### src/hw/rtl/cft_pkg.sv
package cft_pkg;

  localparam int FIELD_LIMIT_DEF = 16;
  localparam int MAX_RESULTS     = 4;

  localparam logic [4:0] FIELD_CAP_RST = 5'd16;

  localparam logic [7:0] CH_QUOTE = 8'h22;
  localparam logic [7:0] CH_COMMA = 8'h2C;
  localparam logic [7:0] CH_LF    = 8'h0A;
  localparam logic [7:0] CH_CR    = 8'h0D;
  localparam logic [7:0] CH_NUL   = 8'h00;

  typedef enum logic [1:0] {
    RT_CONTENT   = 2'd0,
    RT_FIELD_END = 2'd1,
    RT_LINE_END  = 2'd2
  } rtype_t;

  typedef enum logic [4:0] {
    MODE_FIELD_START = 5'b00001,
    MODE_UNQUOTED    = 5'b00010,
    MODE_QUOTED      = 5'b00100,
    MODE_QUOTE_SEEN  = 5'b01000,
    MODE_LINE_DONE   = 5'b10000
  } mode_t;

  typedef struct packed {
    logic [7:0] in_byte;
    logic       end_of_line;
  } in_item_t;

  typedef struct packed {
    rtype_t     rtype;
    logic [3:0] field_index;
    logic [7:0] out_byte;
    logic [4:0] field_count;
    logic       last_of_run;
  } out_item_t;

  // results of one input item, slot 0 first
  typedef struct packed {
    logic [2:0]                        count;
    out_item_t [MAX_RESULTS-1:0]       slot;
  } bundle_t;

  typedef struct packed {
    logic empty;
    logic full;
  } q_stat_t;

endpackage

### src/hw/rtl/cft_front.sv
module cft_front #(
  parameter int FIELD_LIMIT = cft_pkg::FIELD_LIMIT_DEF
) (
  input  logic              clk,
  input  logic              rst_n,
  input  logic              in_valid,
  output logic              in_ready,
  input  cft_pkg::in_item_t in_item,
  input  logic              cfg_we,
  input  logic [4:0]        cfg_wdata,
  input  cft_pkg::q_stat_t  q_stat,
  output logic              push,
  output cft_pkg::bundle_t  push_data
);
  import cft_pkg::*;

  localparam int FSW = $clog2(FIELD_LIMIT + 1);
  localparam int EW  = FSW + 5;

  mode_t          mode_r, mode_nxt;
  logic [FSW-1:0] fs_r, fs_nxt;
  logic [4:0]     field_cap_r;

  function automatic bundle_t add_res(bundle_t b, rtype_t rt, logic [FSW-1:0] fs,
                                      logic [7:0] c);
    logic [EW-1:0] fse;
    logic [EW-1:0] idx;
    bundle_t       r;
    r   = b;
    fse = EW'(fs);
    idx = (fse == '0) ? '0 : fse - 1'b1;
    if (b.count < 3'(MAX_RESULTS)) begin
      r.slot[b.count[1:0]].rtype       = rt;
      r.slot[b.count[1:0]].field_index = idx[3:0];
      r.slot[b.count[1:0]].out_byte    = c;
      r.slot[b.count[1:0]].field_count = fse[4:0];
      r.slot[b.count[1:0]].last_of_run = 1'b0;
      r.count = b.count + 3'd1;
    end
    return r;
  endfunction

  logic [EW-1:0] lim_ext;
  logic [EW-1:0] mf_ext;
  logic [7:0]    c;
  logic          start_c;
  bundle_t       b;

  assign mf_ext  = EW'(field_cap_r);
  assign lim_ext = (mf_ext > EW'(FIELD_LIMIT)) ? EW'(FIELD_LIMIT) : mf_ext;
  assign c       = in_item.in_byte;

  always_comb begin
    b        = '0;
    mode_nxt = mode_r;
    fs_nxt   = fs_r;
    start_c  = 1'b0;
    case (mode_r)
      MODE_FIELD_START: begin
        start_c = 1'b1;
      end
      MODE_UNQUOTED: begin
        if (c == CH_COMMA) begin
          b        = add_res(b, RT_FIELD_END, fs_nxt, CH_NUL);
          mode_nxt = MODE_FIELD_START;
        end else if (c inside {CH_CR, CH_LF, CH_NUL}) begin
          b        = add_res(b, RT_FIELD_END, fs_nxt, CH_NUL);
          mode_nxt = MODE_LINE_DONE;
        end else begin
          b = add_res(b, RT_CONTENT, fs_nxt, c);
        end
      end
      MODE_QUOTED: begin
        if (c == CH_QUOTE) begin
          mode_nxt = MODE_QUOTE_SEEN;
        end else if (c == CH_NUL) begin
          b        = add_res(b, RT_FIELD_END, fs_nxt, CH_NUL);
          mode_nxt = MODE_LINE_DONE;
        end else begin
          b = add_res(b, RT_CONTENT, fs_nxt, c);
        end
      end
      MODE_QUOTE_SEEN: begin
        if (c == CH_QUOTE) begin
          b        = add_res(b, RT_CONTENT, fs_nxt, CH_QUOTE);
          b        = add_res(b, RT_CONTENT, fs_nxt, CH_QUOTE);
          mode_nxt = MODE_QUOTED;
        end else begin
          b = add_res(b, RT_FIELD_END, fs_nxt, CH_NUL);
          if (c == CH_COMMA) begin
            mode_nxt = MODE_FIELD_START;
          end else begin
            start_c = 1'b1;
          end
        end
      end
      default: begin
        mode_nxt = MODE_LINE_DONE;
      end
    endcase

    if (start_c) begin
      if (c == CH_NUL || EW'(fs_nxt) >= lim_ext) begin
        mode_nxt = MODE_LINE_DONE;
      end else begin
        fs_nxt = fs_nxt + 1'b1;
        if (c == CH_QUOTE) begin
          mode_nxt = MODE_QUOTED;
        end else if (c == CH_COMMA) begin
          b        = add_res(b, RT_FIELD_END, fs_nxt, CH_NUL);
          mode_nxt = MODE_FIELD_START;
        end else if (c inside {CH_CR, CH_LF}) begin
          b        = add_res(b, RT_FIELD_END, fs_nxt, CH_NUL);
          mode_nxt = MODE_LINE_DONE;
        end else begin
          b        = add_res(b, RT_CONTENT, fs_nxt, c);
          mode_nxt = MODE_UNQUOTED;
        end
      end
    end

    if (in_item.end_of_line) begin
      if (mode_nxt inside {MODE_UNQUOTED, MODE_QUOTED, MODE_QUOTE_SEEN}) begin
        b = add_res(b, RT_FIELD_END, fs_nxt, CH_NUL);
      end
      b        = add_res(b, RT_LINE_END, '0, CH_NUL);
      b.slot[2'(b.count - 3'd1)].field_count = 5'(EW'(fs_nxt));
      mode_nxt = MODE_FIELD_START;
      fs_nxt   = '0;
    end

    if (b.count != 3'd0) begin
      b.slot[2'(b.count - 3'd1)].last_of_run = 1'b1;
    end
  end

  assign in_ready  = !q_stat.full;
  assign push      = in_valid && in_ready && (b.count != 3'd0);
  assign push_data = b;

  always_ff @(posedge clk) begin
    if (!rst_n) begin
      mode_r      <= MODE_FIELD_START;
      fs_r        <= '0;
      field_cap_r <= FIELD_CAP_RST;
    end else begin
      if (in_valid && in_ready) begin
        mode_r <= mode_nxt;
        fs_r   <= fs_nxt;
      end
      if (cfg_we) begin
        field_cap_r <= cfg_wdata;
      end
    end
  end

endmodule

### src/hw/rtl/cft_queue.sv
module cft_queue (
  input  logic             clk,
  input  logic             rst_n,
  input  logic             push,
  input  cft_pkg::bundle_t push_data,
  input  logic             pop,
  output cft_pkg::bundle_t head,
  output cft_pkg::q_stat_t q_stat
);
  import cft_pkg::*;

  bundle_t    mem_r [2];
  logic       wr_ptr_r;
  logic       rd_ptr_r;
  logic [1:0] cnt_r;

  assign head         = mem_r[rd_ptr_r];
  assign q_stat.empty = (cnt_r == 2'd0);
  assign q_stat.full  = (cnt_r == 2'd2);

  always_ff @(posedge clk) begin
    if (push) begin
      mem_r[wr_ptr_r] <= push_data;
    end
  end

  always_ff @(posedge clk) begin
    if (!rst_n) begin
      wr_ptr_r <= 1'b0;
      rd_ptr_r <= 1'b0;
      cnt_r    <= 2'd0;
    end else begin
      if (push) begin
        wr_ptr_r <= !wr_ptr_r;
      end
      if (pop) begin
        rd_ptr_r <= !rd_ptr_r;
      end
      if (push && !pop) begin
        cnt_r <= cnt_r + 2'd1;
      end else if (pop && !push) begin
        cnt_r <= cnt_r - 2'd1;
      end
    end
  end

endmodule

### src/hw/rtl/cft_back.sv
module cft_back (
  input  logic               clk,
  input  logic               rst_n,
  input  cft_pkg::bundle_t   head,
  input  cft_pkg::q_stat_t   q_stat,
  output logic               pop,
  output logic               out_valid,
  input  logic               out_ready,
  output cft_pkg::out_item_t out_item
);
  import cft_pkg::*;

  logic [1:0] idx_r, idx_nxt;
  logic       last;

  assign out_valid = !q_stat.empty;
  assign out_item  = head.slot[idx_r];
  assign last      = (3'(idx_r) == head.count - 3'd1);
  assign pop       = out_valid && out_ready && last;

  always_comb begin
    idx_nxt = idx_r;
    if (out_valid && out_ready) begin
      idx_nxt = last ? 2'd0 : idx_r + 2'd1;
    end
  end

  always_ff @(posedge clk) begin
    if (!rst_n) begin
      idx_r <= 2'd0;
    end else begin
      idx_r <= idx_nxt;
    end
  end

endmodule

### src/hw/rtl/csv_field_tokenizer.sv
// CSV field tokenizer.
// Input channel (in_valid/in_ready/in_item): one line byte per item, with
// end_of_line set on the last byte of each line.
// Output channel (out_valid/out_ready/out_item): content bytes with their
// field index, field-end marks and one line-end item per line carrying the
// field count. last_of_run marks the final result of each input item; an
// input item yields zero to four results.
// Config: cfg_we/cfg_wdata write the field cap (most fields started per
// line); write only while idle.
// Results of an item are registered in the result queue before they are
// presented. Throughput: one input item per cycle while each yields at most
// one result and out_ready stays high; the output serialiser presents the
// results of an item one at a time, one per cycle while out_ready is high.
// A two-item queue of result groups sits between parser and serialiser;
// in_ready drops only when it is full, so an output stall backs up into
// the input after two groups.
// Reset (rst_n, synchronous): parser at field start, no fields, queue
// empty, field cap = 16.
module csv_field_tokenizer #(
  parameter int FIELD_LIMIT = cft_pkg::FIELD_LIMIT_DEF
) (
  input  logic               clk,
  input  logic               rst_n,
  input  logic               in_valid,
  output logic               in_ready,
  input  cft_pkg::in_item_t  in_item,
  output logic               out_valid,
  input  logic               out_ready,
  output cft_pkg::out_item_t out_item,
  input  logic               cfg_we,
  input  logic [4:0]         cfg_wdata
);
  import cft_pkg::*;

  q_stat_t q_stat;
  logic    push;
  logic    pop;
  bundle_t push_data;
  bundle_t head;

  cft_front #(
    .FIELD_LIMIT(FIELD_LIMIT)
  ) u_front (
    .clk      (clk),
    .rst_n    (rst_n),
    .in_valid (in_valid),
    .in_ready (in_ready),
    .in_item  (in_item),
    .cfg_we   (cfg_we),
    .cfg_wdata(cfg_wdata),
    .q_stat   (q_stat),
    .push     (push),
    .push_data(push_data)
  );

  cft_queue u_queue (
    .clk      (clk),
    .rst_n    (rst_n),
    .push     (push),
    .push_data(push_data),
    .pop      (pop),
    .head     (head),
    .q_stat   (q_stat)
  );

  cft_back u_back (
    .clk      (clk),
    .rst_n    (rst_n),
    .head     (head),
    .q_stat   (q_stat),
    .pop      (pop),
    .out_valid(out_valid),
    .out_ready(out_ready),
    .out_item (out_item)
  );

`ifndef SYNTHESIS
  a_line_end_last: assert property (@(posedge clk) disable iff (!rst_n)
    out_valid && out_item.rtype == RT_LINE_END |->
      out_item.last_of_run && out_item.field_index == 4'd0)
    else $error("line end not last of run or nonzero index");

  a_stall_only_full: assert property (@(posedge clk) disable iff (!rst_n)
    !in_ready |-> out_valid)
    else $error("input stalled with nothing queued");

  a_marks_no_byte: assert property (@(posedge clk) disable iff (!rst_n)
    out_valid && out_item.rtype != RT_CONTENT |-> out_item.out_byte == 8'h00)
    else $error("mark item carries a byte");
`endif

endmodule

### config.mk
export PLATFORM = sky130hd
export DESIGN_NAME = csv_field_tokenizer
export DESIGN_NICKNAME = d
export VERILOG_FILES = /design/src/hw/rtl/cft_pkg.sv /design/src/hw/rtl/cft_front.sv /design/src/hw/rtl/cft_queue.sv /design/src/hw/rtl/cft_back.sv /design/src/hw/rtl/csv_field_tokenizer.sv
export SDC_FILE = /design/constraint.sdc
export NUM_CORES = 1
export LEC_CHECK = 0
export BUFFER_PORTS_ARGS = -buffer_cell sky130_fd_sc_hd__buf_2
export CAP_MARGIN = 20
export CORE_MARGIN = 3
export CORE_UTILIZATION = 50
export DETAILED_ROUTE_END_ITERATION = 16
export GPL_TIMING_DRIVEN = 0
export HOLD_SLACK_MARGIN = 0.06
export PLACE_DENSITY = 0.69
export SLEW_MARGIN = 20
export SYNTH_ARGS = -nofsm -noshare
export SYNTH_HDL_FRONTEND = slang
export SYNTH_SLANG_ARGS = --single-unit
### constraint.sdc
create_clock -name clk -period 10.6 [get_ports clk]
set_clock_uncertainty 0.1 [all_clocks]
set_input_delay 0.53 -clock clk [delete_from_list [all_inputs] [get_ports clk]]
set_output_delay 0.53 -clock clk [all_outputs]
set_load 0.02 [all_outputs]
==> impl_results.md, run 1 <==
* Run status: finished clean
* Synth warn at 0
* Placed cell areas at 0.01054 mm²
* Router iterations before antenna repair at 5
* Vias in the first global route at approximately 7000
* Placed cells at 1095
* VDD IR-drop max at around 0.00014 V
* Total grt overflow at 0
* Synth area leader: edfxtp_1
* Clk_lat worst skew at 0.43 ns
* CTS tree: done
* Delay-heaviest family, CP: simple AND/OR/NAND/NOR gates
* Worst Hold Depth at 3
* Antenna viol nets, final at 0
* Top cell type's share of synthesized area at 50.64%
* Antenna violations before repair at 0
* Flop-to-flop setup slack at 3.55 ns
* Crit. End Element: flip-flop
* Static Leakage at 3.896 nW
* Total power per unit cell area at 241.1 mW/mm²
* Unrepaired setup endpoints after global routing: false
* Finished Layout Cells at about 1100
* Fin crit share at 72.12%
* R2R Path Start: u_front.mode_r[0]
* Initial Util at between 50% and 60%
* Fin nets at 896
* Core ar. at ~0.019 mm²
* FMAX at 0.1308 GHz
* Largest net degree at the start of global routing at 29
* Crit start category: input pin
* Worst Path Required at 10.63 ns
* Die H at 146.3 µm
* Net Sw Power at 939.9 µW
* Root Driver: clkbuf_16
* Sequential fraction of the synthesis area at between 50 and 60%
* Clk sinks at 188
* Hold Violations, Final at 0
* Routed WL at ~26 mm
* First-pass GRT wire length at 41.39 mm
* Post-synth top cells: edfxtp_1, nor2_1, nand2_1, mux4_2, o21ai_0
* Finished Cell Area at between 0.01 and 0.015 mm²
* Vias post-DR at around 7000
* Seq cells post-synth at 188
* CTS Buf Count at 17
* R2R Path End: u_queue.mem_r[0][41]
* Primary FF master, synth: edfxtp_1
* CP max stage delay at just over 0.7 ns
* Crit Path Category: input pin to flip-flop
* # diodes at 0
* Final slew viol count at 0
* CP startpoint: in_item[1]
* Area growth, synth to finish at 13.14%
* Vias per Instance at 6.185
* Worst Hold Path EP: u_front.field_cap_r[4]
* Buffers & Inverters on Critical Path at 11
* Hold path startpoint: cfg_wdata[4]
* Syn_area_per_cell at 12.57 µm²
* Netlist cell types at 74
* Count leader, synth: edfxtp_1
* Endpoints failing setup at 0
* WP data arrival at 7.68 ns
* Actual slew at the worst max-slew pin at ~1.1 ns
* Placer congestion estimate at 0.9523
* Crit path top cell by count: buf_4
* GR Util All Layers at approximately a quarter
* Starting DRT DRC Count at 803
* Share of cells above drive strength 1 at 20.42%
* Worst hold path type: input pin to flip-flop
* Max_slew headroom at 24.66%
* WL per Instance at 23.50 µm
* Sw Ratio at 35.00%
* Mapped Area at 0.009844 mm²
* Reg clk slew, reported paths at 0.07 ns
* Cts repair resizes at 0
* # H-tree levels at 4
* Area contributors post-synth: edfxtp_1, mux4_2, dfxtp_1, ha_1, nor2_1
* Max-Cap Viols at 0
* Hold-fix buffers at CTS at 0
* Detailed placement HPWL at 19.97 mm
* I/O Pins at 41
* Comb pwr share at 36.1%
* Max stage delay cell, worst path: nor3_1
* Post-synth EDFFs at 166
* Setup tns final at 0 ns
* Asr flop ratio synth at 0%
* Die W at 146.3 µm
* Mapped Cells at 783
* Clock buffer depth at 2
* PortBufs at 38
* Placement Rows at 50
* R2r worst-path depth at 24
* Die area at 0.02141 mm²
* Clock share of power at about a quarter
* Setup bufs post-CTS at 0
* Final min period at 7.645 ns
* Power Internal at 1.746 mW
* Mapped Nets at 825
* Sequential share of power at 39.9%
* Drt drc at 0
* Crit path max fanout at 11
## power groups by stage
stage                     registers (mW)  clock network (mW)  logic [mW]
after floorplan                     1.10                   0       0.656
after global placement              1.12                   0       0.896
after detailed placement            1.09                   0       0.965
after CTS                           1.07               0.653       0.972
after global routing                1.09               0.682        1.05
final                               1.07               0.644       0.969
## layout by cell type, fill, tap and decap left out, types with 18 or more instances in the layout
cell type,netlist,routed
nand2_1,52,52
mux4_2,40,40
mux2_2,20,20
o21ai_0,35,35
a21oi_1,30,30
dfxtp_1,22,22
inv_1,28,28
nor2_1,65,64
ha_1,23,23
edfxtp_1,166,166
clkbuf_1,33,34
nor3_1,19,18
buf_2,7,46
## per-layer routing
layer  wire [µm]  part of all wire (%)  global-route usage (%)
met1       11210                    42                   34.65
met3        1772                   6.7                   5.587
met5           0                     0                       0
met2       12590                    48                   40.43
met4         905                   3.4                   9.643
## flip-flops by register name, indices dropped and copies added, names as in the netlist, named ones only
register             cells
u_front.field_cap_r      5
u_front.fs_r             5
u_queue.rd_ptr_r         1
u_queue.mem_r          166
u_queue.cnt_r            2
u_back.idx_r             2
u_queue.wr_ptr_r         1
u_front.mode_r           5
## cell families (layout without fill, tap and decap cells)
| logic type | count (synthesis) | count (layout) | synth area share [%] |
|---|---|---|---|
| buffers and inverters | 76 | 160 | 3.038 |
| DFF | 188 | 188 | 55.11 |
| xor gates and xnor gates | 21 | 21 | 2.059 |
| adders and majority gates | 23 | 23 | 2.923 |
| muxes | 76 | 76 | 13.07 |
| AOI/OAI and AO/OA | 170 | 170 | 12.00 |
| and+or+nand+nor | 229 | 229 | 11.81 |
## worst register-to-register path: cells and delay by family (launching register included)
kind	cells	cell delay (ns)
AOI/OAI and AO/OA	3	0.72
xor gates and xnor gates	1	0.40
adders and majority gates	2	0.60
buffers and inverters	11	2.45
DFF	1	0.30
and+or+nand+nor	7	2.18
## worst max-delay path by stage
stage                                end  slack [ns]  cells after the start
floorplan            u_queue.mem_r[0][0]        0.11                     17
global placement    u_queue.mem_r[0][63]       -4.10                     18
detailed placement  u_queue.mem_r[0][43]        2.53                     25
CTS                 u_queue.mem_r[0][41]        2.96                     25
global route        u_queue.mem_r[0][41]        2.37                     25
finish              u_queue.mem_r[0][41]        2.95                     25
## metrics by stage
| stage | setup slack, ns | power [mW] | hold WS (ns) | utilization, % |
|---|---|---|---|---|
| 2_1_floorplan | 0.1121 | 1.756 | 0.3729 | - |
| 3_3_place_gp | -4.104 | 2.018 | 0.3907 | 54.47 |
| 5_1_grt | 2.369 | 2.815 | 0.2353 | 58.57 |
| 4_1_cts | 2.961 | 2.698 | 0.2174 | 58.57 |
| 3_5_place_dp | 2.532 | 2.054 | 0.3992 | 55.39 |
| 6_report | 2.955 | 2.685 | 0.2301 | 58.57 |
## layout make-up
cell class	instances	area (µm²)
buffer	48	195.2
clock buffer	18	429.2
sequential	188	5425
clock inverter	14	173.9
inverter	28	105.1
multi-input combinational	519	4133
fill	1580	7880
tap	260	325.3
timing repair buffer	52	351.6
(Power assumes the default switching activity.)
==> inputs of run 2 (changes only) <==
- ABC_AREA: default -> 1
- clock period: 10.6 -> 6.15 ns (I/O delays scaled with it)
==> impl_results.md, run 2 <==
* Mapped Area at 0.009998 mm²
* Fill count at ~1700
* Synth area leader: edfxtp_1
* Crit. End Element: flip-flop
* Mapped Nets at 1161
* Asr flop ratio synth at 0%
* Hold path startpoint: cfg_we
* Count leader, synth: nor2_1
* Placement Rows at between 50 and 60
* Netlist cell types at 46
* Core ar. at between 0.015 and 0.02 mm²
* Placed cells at 1428
* Area growth, synth to finish at 13.40%
* I/O Pins at between 40 and 50
* CTS tree: done
* Total power per unit cell area at 516.9 mW/mm²
* Multiplexer area fraction after synthesis at less than 1%
* Hold Violations, Final at 0
* PortBufs at 39
* Mapped Cells at 1119
* Antenna violations before repair at 0
* Worst Path Required at just over 6 ns
* Crit path top cell by count: nand2_1
* # H-tree levels at 4
* Placed cell areas at roughly 0.011 mm²
* Fin nets at ~1200
* Endpoints failing setup at 0
* Die area at 0.02173 mm²
* Synth Area in XOR/XNOR at less than 1%
* Largest net degree at the start of global routing at 58
* Root Driver: clkbuf_16
* Routed WL at 27.45 mm
* Flop-to-flop setup slack at 0.76 ns
* Simple-gate portion of the synthesized area at 23.21%
* R2R Path End: u_queue.mem_r[0][63]
* Antenna viol nets, final at 0
* Actual slew at the worst max-slew pin at about 0.9 ns
* Worst hold slack at 0.07993 ns
* Primary FF master, synth: edfxtp_1
* Worst Hold Depth at 3
* Final slew viol count at 0
* Worst Hold Path EP: u_front.field_cap_r[3]
* Router iterations before antenna repair at 7
* Most flops, register: u_queue.mem_r
* Max_slew headroom at 41.68%
* Synth warn at 0
* Post-synth EDFFs at 166
* Reg clk slew, reported paths at 0.08 ns
* Final min period at 5.395 ns
* Setup bufs post-CTS at 0
* Placer congestion estimate at 0.9382
* Area contributors post-synth: edfxtp_1, nor2_1, nand2_1, o21ai_0, dfxtp_1
* FMAX at between 0.15 and 0.2 GHz
* Vias per Instance at 5.619
* GR Util All Layers at 25.73%
* Static Leakage at 4.497 nW
* # diodes at 0
* Complex-gate fraction of the synthesized area at 13.30%
* Starting DRT DRC Count at ~950
* VDD IR-drop max at 0.0002328 V
* Number of flip-flops in the largest register at 166
* FF/Latch Area at between 0.005 and 0.006 mm²
* Design Power at ~6 mW
* Clk sinks at 188
* Syn_area_per_cell at 8.935 µm²
* Most common cell after layout, fill and taps aside: nor2_1
* Vias post-DR at just over 8000
* R2R Path Start: u_front.field_cap_r[1]
* Worst hold path type: input pin to flip-flop
* WP data arrival at about 5.5 ns
* Final design utilization at 58.07%
* Share of cells above drive strength 1 at 12.23%
* Drt drc at 0
* First-pass GRT wire length at 42.55 mm
* Synth Area in Adders at 2.878%
* WL per Instance at ~19 µm
* Post-synth top cells: nor2_1, nand2_1, edfxtp_1, o21ai_0, inv_1
* Clock buffer depth at 2
* Crit Path Category: flip-flop to flip-flop
* Fin crit share at 87.72%
* Final WS setup at 0.7554 ns
* Run status: finished clean
* Clk_lat worst skew at 0.45 ns
* Die H at roughly 150 µm
* Max-Cap Viols at 0
* Largest family of logic cells by synthesized area: simple AND/OR/NAND/NOR gates
* Die W at 147.4 µm
* CP max stage delay at 0.42 ns
* Sequential fraction of the synthesis area at between 50% and 60%
* Top cell type's share of synthesized area at 49.86%
* Multi-input logic area at 0.004054 mm²
* CTS Buf Count at 17
* Crit path max fanout at 19
* Crit start category: flip-flop
* Dpl ws at 0.4310 ns
* Delay-heaviest family, CP: simple AND/OR/NAND/NOR gates
* Vias in the first global route at 7618
* Total grt overflow at 0
* Unrepaired setup endpoints after global routing: false
* Finished Cell Area at 0.01134 mm²
* Most frequent cells in the layout: nor2_1, nand2_1, edfxtp_1
* Seq cells post-synth at around 190
* Initial Util at a little over 50%
* Finished Layout Cells at 1467
* Buffers & Inverters on Critical Path at 6
* Setup tns final at 0 ns
* Detailed placement HPWL at ~20 mm
* R2r worst-path depth at 28
* Max stage delay cell, worst path: o41ai_1
run 2: cell types whose count changed after synthesis, moves of 15 or more:
cell / previous run / this run
mux4_2: 40 / 0
nand2_1: 52 / 170
inv_1: 28 / 81
nand3_1: 14 / 49
o21ai_0: 35 / 123
and2_1: 15 / 0
nor2b_1: 16 / 0
a31oi_1: 10 / 25
mux2_2: 20 / 0
nor2_1: 65 / 233
run 2: tightest hold or removal path: cells and delay by family:
kind	cells	cell delay [ns]
buf+inv	1	0.12
compound gates	1	0.09
simple gates	1	0.08
run 2: where the power goes:
group | switching (mW) | total, mW | internal (mW)
combinational | 1.96 | 2.77 | 0.807
clock | 0.529 | 1.11 | 0.580
sequential | 0.0902 | 1.98 | 1.89
run 2: worst max path at each step:
stage	start	to	cells past startpoint
finish	u_front.field_cap_r[1]	u_queue.mem_r[0][63]	28
global placement	u_front.fs_r[0]	u_queue.mem_r[1][23]	26
CTS	u_front.fs_r[0]	u_queue.mem_r[0][37]	28
detailed placement	u_front.fs_r[0]	u_queue.mem_r[0][71]	28
global route	u_front.field_cap_r[1]	u_queue.mem_r[0][24]	28
floorplan	u_front.field_cap_r[0]	u_queue.mem_r[1][0]	26
run 2: layout make-up:
class                           count  area share (%)
Sequential cell                   188           47.85
Timing Repair Buffer               51           3.487
Tap cell                          265           2.924
Inverter                           98           3.299
Clock buffer                       17           3.752
Buffer                             40           1.412
Clock inverter                     15           1.523
Multi-Input combinational cell    793           35.75
run 2: logic make-up (layout without fill, tap and decap cells):
| kind of cell | Yosys count | after routing |
|---|---|---|
| xor gates and xnor gates | 10 | 10 |
| and+or+nand+nor | 522 | 522 |
| buffers and inverters | 138 | 221 |
| adders and majority gates | 23 | 23 |
| muxes | 2 | 2 |
| DFF | 188 | 188 |
| AOI/OAI and AO/OA | 236 | 236 |
run 2: layer usage:
metal  part of all wire, %  routed length (µm)  GRT usage [%]
met1                    44               11950          37.11
met2                    45               12460          39.35
met3                   8.5                2331          5.487
met4                   2.6                 707          8.201
met5                     0                   0              0
run 2: repair_timing:
action	4_1_cts	5_1_grt
endpoints found under the hold margin	5	0
gates resized for setup	0	3
endpoints found under the setup margin	0	82
hold buffers	7	0
